**config.mk**
```make
export PLATFORM = sky130hd
export DESIGN_NAME = cchd_cell
export DESIGN_NICKNAME = d
export VERILOG_FILES = /design/src/sv/cchd_pkg.sv /design/src/sv/cchd_cell.sv
export SDC_FILE = /design/constraint.sdc
export NUM_CORES = 1
export LEC_CHECK = 0
export BUFFER_PORTS_ARGS = -buffer_cell sky130_fd_sc_hd__buf_2
export CAP_MARGIN = 25
export CORE_AREA = 2 2 373 375
export CTS_BUF_LIST = sky130_fd_sc_hd__clkbuf_8
export DETAILED_ROUTE_END_ITERATION = 10
export DIE_AREA = 0 0 375 377
export PLACE_DENSITY_LB_ADDON = 0.15
export SLEW_MARGIN = 5
export SYNTH_ARGS = -nofsm -noshare
export SYNTH_HDL_FRONTEND = slang
export SYNTH_SLANG_ARGS = --single-unit
```
**constraint.sdc**
```tcl
create_clock -name clk -period 0.8 [get_ports clk]
set_input_delay 0.04 -clock clk [delete_from_list [all_inputs] [get_ports clk]]
set_output_delay 0.04 -clock clk [all_outputs]
set_load 0.005 [all_outputs]
```
**src/sv/cchd_pkg.sv**
```systemverilog
// Shared types and constants for the capped cylinder hit distance block.
// Used by every module of the block; depends on nothing.
package cchd_pkg;

    localparam int DEFAULT_FRAC_BITS = 16;
    localparam int DIV_W = 32;

    localparam logic signed [31:0] DIST_MAX = 32'sh7FFF_FFFF;
    localparam logic signed [31:0] DIST_MIN = 32'sh8000_0000;

    typedef struct packed {
        logic signed [31:0] origin_x;
        logic signed [31:0] origin_y;
        logic signed [31:0] origin_z;
        logic signed [31:0] dir_x;
        logic signed [31:0] dir_y;
        logic signed [31:0] dir_z;
        logic signed [31:0] body_distance;
        logic        [30:0] radius;
        logic signed [31:0] height;
    } req_t;

    typedef struct packed {
        logic signed [31:0] hit_distance;
        logic               no_hit;
    } rsp_t;

    typedef struct packed {
        logic signed [31:0] origin_x;
        logic signed [31:0] origin_z;
        logic signed [31:0] dir_x;
        logic signed [31:0] dir_z;
        logic signed [31:0] body_distance;
        logic        [30:0] radius;
        logic [DIV_W-1:0]   divisor;
        logic               top_neg;
        logic               bot_neg;
        logic               dir_flat;
        logic               cap_test;
    } ride_t;

endpackage

```
**src/sv/cchd_cell.sv**
```systemverilog
// One divider cell: retires one quotient bit for both cap planes.
// Depends on cchd_pkg; chained by the top level.
module cchd_cell #(
    parameter int NUM_W = 32 + cchd_pkg::DEFAULT_FRAC_BITS
) (
    input  logic                       clk,
    input  logic                       rst_n,
    input  logic                       en,
    input  logic                       valid_in,
    input  cchd_pkg::ride_t            ride_in,
    input  logic [NUM_W-1:0]           num_in [2],
    input  logic [cchd_pkg::DIV_W-1:0] rem_in [2],
    input  logic [NUM_W-1:0]           quo_in [2],
    output logic                       valid_out,
    output cchd_pkg::ride_t            ride_out,
    output logic [NUM_W-1:0]           num_out [2],
    output logic [cchd_pkg::DIV_W-1:0] rem_out [2],
    output logic [NUM_W-1:0]           quo_out [2]
);

    logic                       valid_reg;
    cchd_pkg::ride_t            ride_reg;
    logic [NUM_W-1:0]           num_reg [2];
    logic [NUM_W-1:0]           num_next [2];
    logic [cchd_pkg::DIV_W-1:0] rem_reg [2];
    logic [cchd_pkg::DIV_W-1:0] rem_next [2];
    logic [NUM_W-1:0]           quo_reg [2];
    logic [NUM_W-1:0]           quo_next [2];
    logic [cchd_pkg::DIV_W:0]   trial [2];
    logic                       fits [2];

    always_comb
    begin
        for (int l = 0; l < 2; l++)
        begin
            trial[l] = {rem_in[l], num_in[l][NUM_W-1]};
            fits[l]  = trial[l] >= {1'b0, ride_in.divisor};
            rem_next[l] = fits[l] ? cchd_pkg::DIV_W'(trial[l] - {1'b0, ride_in.divisor})
                                  : trial[l][cchd_pkg::DIV_W-1:0];
            num_next[l] = {num_in[l][NUM_W-2:0], 1'b0};
            quo_next[l] = {quo_in[l][NUM_W-2:0], fits[l]};
        end
    end

    always_ff @(posedge clk or negedge rst_n)
    begin
        if (!rst_n)
        begin
            valid_reg <= 1'b0;
        end
        else if (en)
        begin
            valid_reg <= valid_in;
        end
    end

    always_ff @(posedge clk)
    begin
        if (en)
        begin
            ride_reg <= ride_in;
            num_reg  <= num_next;
            rem_reg  <= rem_next;
            quo_reg  <= quo_next;
        end
    end

    assign valid_out = valid_reg;
    assign ride_out  = ride_reg;
    assign num_out   = num_reg;
    assign rem_out   = rem_reg;
    assign quo_out   = quo_reg;

endmodule

```
==> results.json <==
{
  "status": "complete, but fails checks",
  "violations": "negative hold slack, negative setup slack",
  "peakVddDrop_uv": 1112,
  "arrival_ps": 2710,
  "cpPeakStageDelay_ps": 340,
  "syn_area_mm2": 0.01865,
  "cts_tree": "built",
  "nets": 3832,
  "start_util": 0.1362,
  "yosysUniqueCellTypes": 56,
  "cts.clk_slew.worst_paths_ps": 50,
  "setup_violations": 897,
  "synth_warnings": 0,
  "synth_enable_flop_cells": 481,
  "crit_family": "compound AO/OA/AOI/OAI gates",
  "grt_pass1_wl_um": 142900,
  "io_buffer_count": 966,
  "coreArea_mm2": 0.1370,
  "drcViolationCount": 0,
  "drt_iter0_drc": 682,
  "cp.required_ps": 1310,
  "wl_met3_um": 9559,
  "rsz0062_at_grt": "yes",
  "grt_max_degree": 38,
  "synth_xor_area_frac": 0.02771,
  "vias": 18560,
  "die_x_um": 375,
  "synthSimpleGateAreaFrac": 0.04461,
  "setup_slack_ps": -1394,
  "min_period_over_period": 2.743,
  "top_layer": "met5",
  "drt-total-wl_um": 107200,
  "areaGrowthSynthToFinish_pct": 115.5,
  "power.leakage_nw": 17.04,
  "finClkSkew_ps": 0,
  "synth_compound_area_frac": 0.06869,
  "hold_class": "in -> reg",
  "dp.cells": 4092,
  "synthArstFlopShare": 0.002075,
  "synth_ff_type": "edfxtp_1",
  "grt_overflow_total": 0,
  "viasPerCell": 3.595,
  "cts_buffers": 94,
  "crit_fanout": 7,
  "rows": 136,
  "critical_path_class": "in -> reg",
  "cp_common_cell": "a21o_1",
  "track_usage": 0.1422,
  "root_buffer": "clkbuf_8",
  "cts_max_level": 3,
  "seq_area_frac_synth": 0.7757,
  "max_cap_violations": 0,
  "die-area_mm2": 0.1414,
  "synth_top_area_cell": "edfxtp_1",
  "final_cell_count_no_fill": 5162,
  "grt_pass1_vias": 19750,
  "clock_path_buffers": 3,
  "wl_met2_um": 53780,
  "drive_gt1_frac": 0.4738,
  "rrSetupSlack_ps": 60,
  "finalCriticalPeriod_ps": 2194,
  "synth_top_cell_area_share": 0.7744,
  "cellPowerDensity_mw_per_mm2": 1834,
  "cts.sinks": 482,
  "synth.area.top_cells": "edfxtp_1 (77%), ha_1 (4.3%), mux2_1 (1.6%)",
  "drv_slew": 0,
  "worst-path-buf-inv": 4,
  "first_pass_iters": 5,
  "ant_nets": 0,
  "hpwl_um": 81770,
  "pre_cts_ws_ps": -2453,
  "synth_top_family_by_area": "compound AO/OA/AOI/OAI gates",
  "wire_per_inst_um": 20.77,
  "timing.fmax_mhz": 455.8,
  "netlist_instances": 1094,
  "hold_viol_final": 23,
  "cp_slowest_cell": "a2111oi_4",
  "critPathLaunchType": "input port",
  "routabilityCongestion": 0.7830,
  "io_pins": 971,
  "fp.dieH_um": 377,
  "syn_avg_cell_area_um2": 17.05,
  "muxShareOfSynthArea": 0.02100,
  "fillCellCount": 14130,
  "synth_seq_cells": 482,
  "grt_antenna_before_repair": 39,
  "crit_chain": "buf_8, inv_8, ha_4, a21o_1, a21o_1, a21o_1, a221oi_4, o21ai_2, a31oi_2, a21oi_4, a2111oi_4, buf_6, clkbuf_16, mux2_4",
  "clock_latency_ps": 780,
  "cp-end-kind": "register",
  "wl_met1_um": 40740,
  "hold_ws_ps": -552.8,
  "synthAdderAreaFrac": 0.04508
}
flip-flops by register name, summed over array words and instances, names as in the netlist:
signal and count:
ride_out 227, quo_out 96, num_out 94, rem_out 64, valid_out 1
power by group:
| group | leakage [nW] | internal (W) | switching (W) |
|---|---|---|---|
| combinational | 11.3 | 0.00949 | 0.00768 |
| sequential | 4.72 | 0.0305 | 0.000803 |
| clock | 1.02 | 0.0131 | 0.0121 |
| total | 17.0 | 0.0531 | 0.0206 |
cell usage in the layout, fill, tap and decap left out, drive strengths merged, types with 3 or more instances in the layout:
cell type / netlist / layout
a2111oi: 3 / 3
a211oi: 3 / 3
a21o: 27 / 27
a21oi: 55 / 55
a31oi: 12 / 12
and2: 3 / 3
and3: 6 / 6
buf: 6 / 1259
bufinv: 0 / 6
clkbuf: 21 / 101
clkinv: 0 / 47
clkinvlp: 0 / 4
diode: 0 / 10
dlygate4sd3: 0 / 848
edfxtp: 481 / 481
ha: 64 / 64
inv: 49 / 73
mux2: 33 / 33
nand2: 64 / 64
nand2b: 9 / 9
nand3: 13 / 13
nand4: 14 / 14
nor2: 30 / 30
nor2b: 13 / 13
nor3: 6 / 6
nor4: 3 / 3
o2111ai: 3 / 3
o211ai: 5 / 5
o21a: 3 / 3
o21ai: 61 / 61
o21bai: 6 / 6
o221ai: 3 / 3
o31a: 4 / 4
or2: 2 / 3
or3: 5 / 5
xnor2: 30 / 30
xor2: 29 / 29
layout make-up:
class                      instances  area (µm²)  area share
antenna                           10       25.02   0.0006225
clock buffer                      94        1294     0.03218
clock inverter                    81       553.0     0.01376
inverter                          49       225.2    0.005602
multi-input combinational        538        5034      0.1252
sequential                       482       14470      0.3599
tap                             1794        2245     0.05584
timing repair buffer            2114       16360      0.4069
metal layers:
| metal | GRT usage | up-vias |
|---|---|---|
| met5 | 0 | - |
| met4 | 0.05394 | 22 |
| met3 | 0.05912 | 173 |
| met2 | 0.2464 | 696 |
| met1 | 0.1539 | 9042 |
| li1 | - | 8624 |
cells in the mapped netlist, types with 3 or more instances:
library cell / number
mux2_1: 27
o31a_1: 4
xnor2_1: 30
a21o_1: 27
a211oi_1: 3
buf_6: 3
o21bai_1: 6
mux2_2: 6
nor2b_1: 13
o211ai_1: 5
a31oi_1: 12
o21ai_1: 4
nor3_1: 6
nor2_1: 30
o21ai_0: 57
nand4_1: 14
nand2_1: 64
clkbuf_1: 21
inv_1: 49
and3_1: 6
nor4_1: 3
nand2b_1: 9
ha_1: 64
o21a_1: 3
a21oi_1: 54
o221ai_1: 3
xor2_1: 29
or3_1: 5
and2_1: 3
o2111ai_1: 3
edfxtp_1: 481
nand3_1: 13
cells by family (layout without fill, tap and decap cells):
family | after synthesis | after routing
AO/OA/AOI/OAI | 202 | 202
XOR/XNOR | 59 | 59
adder cells (fa/ha/maj) | 66 | 66
buffers and inverters | 76 | 2338
flip-flops | 482 | 482
multiplexers | 35 | 35
other | 1 | 12
AND/OR/NAND/NOR | 173 | 174
per-stage QoR:
step	total power (W)	setup TNS, ps	utilization	cell area (µm²)	hold slack [ps]
final	0.07372	-350660	0.2935	40200	-552.8
after global routing	0.07732	-398840	0.2934	40180	-655.9
after CTS	0.07354	-394880	0.2829	38750	-700.7
after detailed placement	0.04341	-217980	0.2044	28000	-184.1
after global placement	0.04351	-214470	0.2044	28000	-184.5
after floorplan	0.03534	-110230	-	19010	-255.6
worst paths after layout:
| check | to | cells after the start | from |
|---|---|---|---|
| min | ride_out[14]$_DFFE_PP_ | 1 | ride_in[14] |
| min reg2reg | valid_out$_DFFE_PN0P_ | 1 | valid_out$_DFFE_PN0P_ |
| min in group asynchronous | valid_out$_DFFE_PN0P_ | 4 | rst_n |
| max | rem_out[13]$_DFFE_PP_ | 14 | ride_in[22] |
| max reg2reg | valid_out$_DFFE_PN0P_ | 1 | valid_out$_DFFE_PN0P_ |
| max in group asynchronous | valid_out$_DFFE_PN0P_ | 4 | rst_n |
repair_timing:
item,in CTS,in global routing
hold endpoints to repair,963,58
pin swaps,20,43
hold buffers,825,32
setup endpoints to repair,548,811
setup buffers,15,10
resized for setup,118,216
gates cloned,2,12
No activity file was read; power rests on OpenSTA's default activity.
