File: config.mk
export PLATFORM = sky130hd
export DESIGN_NAME = cchd_prep
export DESIGN_NICKNAME = d
export VERILOG_FILES = /design/src/sv/cchd_pkg.sv /design/src/sv/cchd_prep.sv
export SDC_FILE = /design/constraint.sdc
export NUM_CORES = 2
export LEC_CHECK = 0
export BUFFER_PORTS_ARGS = -buffer_cell sky130_fd_sc_hd__buf_4
export CORE_ASPECT_RATIO = 0.6
export CORE_UTILIZATION = 62
export CTS_CLUSTER_SIZE = 8
export DETAILED_ROUTE_END_ITERATION = 10
export GPL_ROUTABILITY_DRIVEN = 0
export GPL_TIMING_DRIVEN = 0
export MAX_ROUTING_LAYER = met4
export PLACE_DENSITY = 0.89
export SLEW_MARGIN = 25
export SYNTH_ARGS = -nofsm -noshare
export SYNTH_HDL_FRONTEND = slang
export SYNTH_SLANG_ARGS = --single-unit
File: constraint.sdc
create_clock -name clk -period 8.9 [get_ports clk]
set_input_delay 2.67 -clock clk [delete_from_list [all_inputs] [get_ports clk]]
set_output_delay 2.67 -clock clk [all_outputs]
set_load 0.01 [all_outputs]
File: src/sv/cchd_pkg.sv
// Shared types and constants for the capped cylinder hit distance block.
// Used by every module of the block; depends on nothing.
package cchd_pkg;

    localparam int DEFAULT_FRAC_BITS = 16;
    localparam int DIV_W = 32;

    localparam logic signed [31:0] DIST_MAX = 32'sh7FFF_FFFF;
    localparam logic signed [31:0] DIST_MIN = 32'sh8000_0000;

    typedef struct packed {
        logic signed [31:0] origin_x;
        logic signed [31:0] origin_y;
        logic signed [31:0] origin_z;
        logic signed [31:0] dir_x;
        logic signed [31:0] dir_y;
        logic signed [31:0] dir_z;
        logic signed [31:0] body_distance;
        logic        [30:0] radius;
        logic signed [31:0] height;
    } req_t;

    typedef struct packed {
        logic signed [31:0] hit_distance;
        logic               no_hit;
    } rsp_t;

    typedef struct packed {
        logic signed [31:0] origin_x;
        logic signed [31:0] origin_z;
        logic signed [31:0] dir_x;
        logic signed [31:0] dir_z;
        logic signed [31:0] body_distance;
        logic        [30:0] radius;
        logic [DIV_W-1:0]   divisor;
        logic               top_neg;
        logic               bot_neg;
        logic               dir_flat;
        logic               cap_test;
    } ride_t;

endpackage

File: src/sv/cchd_prep.sv
// Front stages: request register, axis product and cap-plane numerators.
// Depends on cchd_pkg; feeds the first divider cell.
module cchd_prep #(
    parameter int FRAC_BITS = cchd_pkg::DEFAULT_FRAC_BITS,
    localparam int NUM_W = 32 + FRAC_BITS
) (
    input  logic                 clk,
    input  logic                 rst_n,
    input  logic                 en,
    input  logic                 req_valid,
    input  cchd_pkg::req_t       req,
    output logic                 valid,
    output cchd_pkg::ride_t      ride,
    output logic [NUM_W-1:0]     top_num,
    output logic [NUM_W-1:0]     bot_num
);

    logic                  s1_valid_reg;
    cchd_pkg::req_t        s1_req_reg;
    logic                  s2_valid_reg;
    cchd_pkg::req_t        s2_req_reg;
    logic signed [63:0]    prod_reg;
    logic signed [63:0]    prod_next;
    logic signed [32:0]    top_diff_reg;
    logic signed [32:0]    top_diff_next;
    logic signed [32:0]    bot_diff_reg;
    logic signed [32:0]    bot_diff_next;
    logic                  s3_valid_reg;
    cchd_pkg::ride_t       ride_reg;
    cchd_pkg::ride_t       ride_next;
    logic [NUM_W-1:0]      top_num_reg;
    logic [NUM_W-1:0]      top_num_next;
    logic [NUM_W-1:0]      bot_num_reg;
    logic [NUM_W-1:0]      bot_num_next;
    logic signed [64:0]    hy;
    logic signed [64:0]    hmax;
    logic                  in_range;
    logic [32:0]           top_abs;
    logic [32:0]           bot_abs;
    logic [32:0]           dy_abs;

    always_comb
    begin
        prod_next     = s1_req_reg.dir_y * s1_req_reg.body_distance;
        top_diff_next = 33'(s1_req_reg.height) - 33'(s1_req_reg.origin_y);
        bot_diff_next = 33'sd0 - 33'(s1_req_reg.origin_y);
    end

    always_comb
    begin
        hy     = (65'(s2_req_reg.origin_y) <<< FRAC_BITS) + 65'(prod_reg);
        hmax   = 65'(s2_req_reg.height) <<< FRAC_BITS;
        in_range = (hy >= 65'sd0) && (hy <= hmax);
        top_abs = top_diff_reg[32] ? 33'(-top_diff_reg) : 33'(top_diff_reg);
        bot_abs = bot_diff_reg[32] ? 33'(-bot_diff_reg) : 33'(bot_diff_reg);
        dy_abs  = s2_req_reg.dir_y[31] ? 33'(-33'(s2_req_reg.dir_y))
                                       : 33'(s2_req_reg.dir_y);
        top_num_next = {top_abs[31:0], {FRAC_BITS{1'b0}}};
        bot_num_next = {bot_abs[31:0], {FRAC_BITS{1'b0}}};
        ride_next.origin_x      = s2_req_reg.origin_x;
        ride_next.origin_z      = s2_req_reg.origin_z;
        ride_next.dir_x         = s2_req_reg.dir_x;
        ride_next.dir_z         = s2_req_reg.dir_z;
        ride_next.body_distance = s2_req_reg.body_distance;
        ride_next.radius        = s2_req_reg.radius;
        ride_next.divisor       = dy_abs[31:0];
        ride_next.top_neg       = top_diff_reg[32] ^ s2_req_reg.dir_y[31];
        ride_next.bot_neg       = bot_diff_reg[32] ^ s2_req_reg.dir_y[31];
        ride_next.dir_flat      = (s2_req_reg.dir_y == 32'sd0);
        ride_next.cap_test      = !s2_req_reg.body_distance[31]
                                  && (s2_req_reg.height > 32'sd0) && !in_range;
    end

    always_ff @(posedge clk or negedge rst_n)
    begin
        if (!rst_n)
        begin
            s1_valid_reg <= 1'b0;
            s2_valid_reg <= 1'b0;
            s3_valid_reg <= 1'b0;
        end
        else if (en)
        begin
            s1_valid_reg <= req_valid;
            s2_valid_reg <= s1_valid_reg;
            s3_valid_reg <= s2_valid_reg;
        end
    end

    always_ff @(posedge clk)
    begin
        if (en)
        begin
            s1_req_reg   <= req;
            s2_req_reg   <= s1_req_reg;
            prod_reg     <= prod_next;
            top_diff_reg <= top_diff_next;
            bot_diff_reg <= bot_diff_next;
            ride_reg     <= ride_next;
            top_num_reg  <= top_num_next;
            bot_num_reg  <= bot_num_next;
        end
    end

    assign valid   = s3_valid_reg;
    assign ride    = ride_reg;
    assign top_num = top_num_reg;
    assign bot_num = bot_num_reg;

endmodule

==> Implementation_results.wiki <==
{| class="wikitable"
! Metric !! Value
|-
| Worst hold slack || 0.390 ns
|-
| Fraction of the yosys area taken by sequential cells || 40.5%
|-
| DR DRC count || 0
|-
| Final clock period utilization by the worst path || 99.5%
|-
| Cell types occupying the most area after synthesis || edfxtp_1 40%, fa_1 29%, ha_1 5.4%
|-
| Clock buffer count from CTS || 143
|-
| Number of global-route vias before repair || 52.7k
|-
| Total GRT Usage || 36.7%
|-
| Sequence of cells on the critical path || clkbuf_1 > and2_1 > fa_1 > inv_1 > fa_1 > fa_1 > inv_1 > fa_1 > fa_1 > fa_1 > fa_1 > fa_1 > ha_1 > a211oi_1 > o21ai_0 > a31oi_1 > o21ai_1 > o2111ai_1 > nand3b_1 > a211oi_2 > o21ai_2 > a21oi_1 > o311ai_0
|-
| Post-synth ARST share || 0.301%
|-
| Post-Synth Simple-Gate Area || 10.3%
|-
| Insertion delay of the later-clocked pin in the worst-skew pair || 0.81 ns
|-
| Post-DP HPWL || 166 mm
|-
| Combinational family with the most area after synthesis || adder cells
|-
| Maximum fanout along the worst path || 10
|-
| Data required time of the critical path || 9.37 ns
|-
| Avg WL per Cell || 25.2 um
|-
| Horizontal extent of the die || 448 um
|-
| Arr. time, crit path || 9.32 ns
|-
| Global route total overflow || 0
|-
| Pin slew with the least headroom to its limit || 1.15 ns
|-
| Library cell occupying the most area in the post-synthesis netlist || edfxtp_1
|-
| Final-report max-slew violation count || 0
|-
| Max-slew headroom at the worst pin || 22.4%
|-
| Worst Hold Class || register to register
|-
| I/O Buffers || 582
|-
| Detail Route Antenna Nets || 0
|-
| Kind of critical path || register to register
|-
| Number of DRC violations after detailed-routing iteration 0 || 7165
|-
| First-pass GRT wire length || 315 mm
|-
| Share of the synthesized area in the top cell type || 40.4%
|-
| Final Net Count || 8475
|-
| Cells after synthesis || 5990
|-
| DIE AREA || 0.121 mm2
|-
| Mux share of post-synthesis cell area || 0.0593%
|-
| CP max stage cell || fa_1
|-
| Final setup violation count || 0
|-
| Final wirelength || 212 mm
|-
| Adder and majority gate portion of the synthesized area || 34.7%
|-
| Clock net sink count || 997
|-
| Number of detailed-routing iterations run before antenna repair || 10
|-
| Standard-cell rows || 97
|-
| Via count || 51.2k
|-
| Max Buffers Root-to-Sink || 3
|-
| Cell mode on critical path || fa_1
|-
| Number of warning messages in the yosys log || 0
|-
| Post-synth top cells || 1084 x fa_1, 1056 x inv_1, 994 x edfxtp_1, 597 x nand2_1, 523 x and2_1
|-
| Count of state elements after synthesis || 997
|-
| Max Clock Freq || 113 MHz
|-
| Xor and xnor fraction of the mapped netlist area || 3.02%
|-
| Fraction of the mapped netlist area in compound gates || 4.59%
|-
| Average via count per standard cell || 6.08
|-
| Kind of capture point of the worst setup path || register
|-
| I/O pin count || 615
|-
| Delay-heaviest family, CP || adder cells
|-
| Core region area || 0.117 mm2
|-
| Fraction of layout cells with a size suffix above 1 || 14.7%
|-
| Final hold violations || 0
|-
| Die Y || 269 um
|-
| Initial core utilization || 62.9%
|-
| Bufs and invs on worst path || 3
|-
| Number of enable-type register cells in the synthesized netlist || 994
|-
| Number of levels the H-tree was split into || 4
|-
| Number of max-capacitance violations reported || 0
|-
| Cell at the root of the clock tree || clkbuf_16
|-
| Cell area after technology mapping || 0.0739 mm2
|-
| Worst clock skew || 0.0523 ns
|-
| Dominant register cell in the synthesized netlist || edfxtp_1
|-
| Clock input transition at the sequential cells of the worst setup and hold paths || 0.05 ns
|-
| TritonCTS clock tree || done
|-
| Average cell area after synthesis || 12.3 um2
|-
| Distinct cell type count of the synthesized netlist || 70
|-
| Unrepaired setup endpoints after global routing || true
|-
| Number of antenna violations at the first check in global routing || 22
|-
| Period minus WS final || 8.85 ns
|-
| Utilization after layout || 72.6%
|-
| Max reg flops || 287
|-
| Outcome || complete, no violations
|-
| Slowest stage delay, CP || 0.64 ns
|-
| Critical path launch point type || register
|-
| Largest net degree at the start of global routing || 155
|-
| Leading cell type by number of instances after synthesis || fa_1
|-
| Relative area change from synthesis to final layout || 15.5%
|}
cells in the final DEF, fill, tap and decap left out, drive strengths merged, types with 6 or more instances in the layout:
cell / instances
a21boi: 10
a21oi: 136
nor2b: 19
or4: 24
o21bai: 19
nand3: 42
and3: 22
nor4: 23
a21o: 78
nand4: 26
nor2: 123
o41ai: 15
nor3: 39
conb: 32
ha: 317
nand2b: 36
o31ai: 42
inv: 1058
clkbuf: 363
and2: 523
a211o: 6
a211oi: 18
xor2: 40
or3: 9
a31oi: 16
nand2: 597
clkinv: 12
o21ai: 117
xnor2: 215
diode: 31
fa: 1084
o21a: 18
a2111oi: 8
buf: 657
edfxtp: 994
logic make-up after synthesis:
| group | after synthesis |
|---|---|
| AND/OR/NAND/NOR | 1500 |
| other | 1 |
| AO/OA/AOI/OAI | 525 |
| buffers and inverters | 1307 |
| multiplexers | 4 |
| XOR/XNOR | 255 |
| adder cells (fa/ha/maj) | 1401 |
| flip-flops | 997 |
path summary, 6_finish.rpt:
| kind | from | end | slack, ns | depth (start not counted) |
|---|---|---|---|---|
| hold reg to reg | ride_next[212]$_DFFE_PP_ | ride[212]$_DFFE_PP_ | 0.39 | 0 |
| hold / removal | ride_next[212]$_DFFE_PP_ | ride[212]$_DFFE_PP_ | 0.39 | 0 |
| setup / recovery | s1_req_reg[137]$_DFFE_PP_ | prod_reg[61]$_DFFE_PP_ | 0.05 | 23 |
| max in group asynchronous | rst_n | s1_valid_reg$_DFFE_PN0P_ | 7.15 | 1 |
| min in group asynchronous | rst_n | s2_valid_reg$_DFFE_PN0P_ | 1.65 | 1 |
| setup reg to reg | s1_req_reg[137]$_DFFE_PP_ | prod_reg[61]$_DFFE_PP_ | 0.05 | 23 |
metal layers:
metal	global-route usage [%]	part of all wire, %	wire length, um	vias up
met5	-	0	0	-
met3	18.4	17	35800	911
met1	46.4	35	74600	25600
met2	51.0	44	92500	4018
li1	-	-	-	20700
met4	13.2	4.5	9550	0
worst register-to-register path, stage by stage, from the launching register on:
cell and delay [ns]:
edfxtp_1 0.59, clkbuf_1 0.61, and2_1 0.25, fa_1 0.41, inv_1 0.07, fa_1 0.46, fa_1 0.56, inv_1 0.05
fa_1 0.49, fa_1 0.51, fa_1 0.46, fa_1 0.64, fa_1 0.50, ha_1 0.39, a211oi_1 0.32, o21ai_0 0.18
a31oi_1 0.28, o21ai_1 0.23, o2111ai_1 0.33, nand3b_1 0.26, a211oi_2 0.37, o21ai_2 0.16, a21oi_1 0.27, o311ai_0 0.16
metrics by stage:
stage | instances | setup WS, ns | TNS [ns] | instance area (um2)
floorplan | 6021 | 0.880 | 0 | 74000
global placement | 8187 | -3.34 | -2902.14 | 80400
detailed placement | 8194 | -0.936 | -11.12 | 80600
CTS | 8374 | 0.00547 | 0 | 84800
global route | 8417 | -0.0371 | -0.0376 | 85300
finish | 8423 | 0.0465 | 0 | 85300
area by class of cell:
class	count	area, um2
antenna	31	77.6
clock inverter	17	382
inverter	1057	3980
tap	1584	1980
multi-input combinational	3717	39200
timing repair buffer	619	4940
fill	7305	32100
sequential	997	29900
buffer	248	1250
clock buffer	153	3620
timing repair:
item,CTS,global route
hold buffers,0,0
endpoints found under the hold margin,0,0
pin swaps,2,1
endpoints found under the setup margin,23,15
gates resized for setup,75,212
setup buffers,10,20
Power is left out: the tool's default activity adds up to more than one toggle a clock period on the data nets, which glitch-free logic cannot reach.
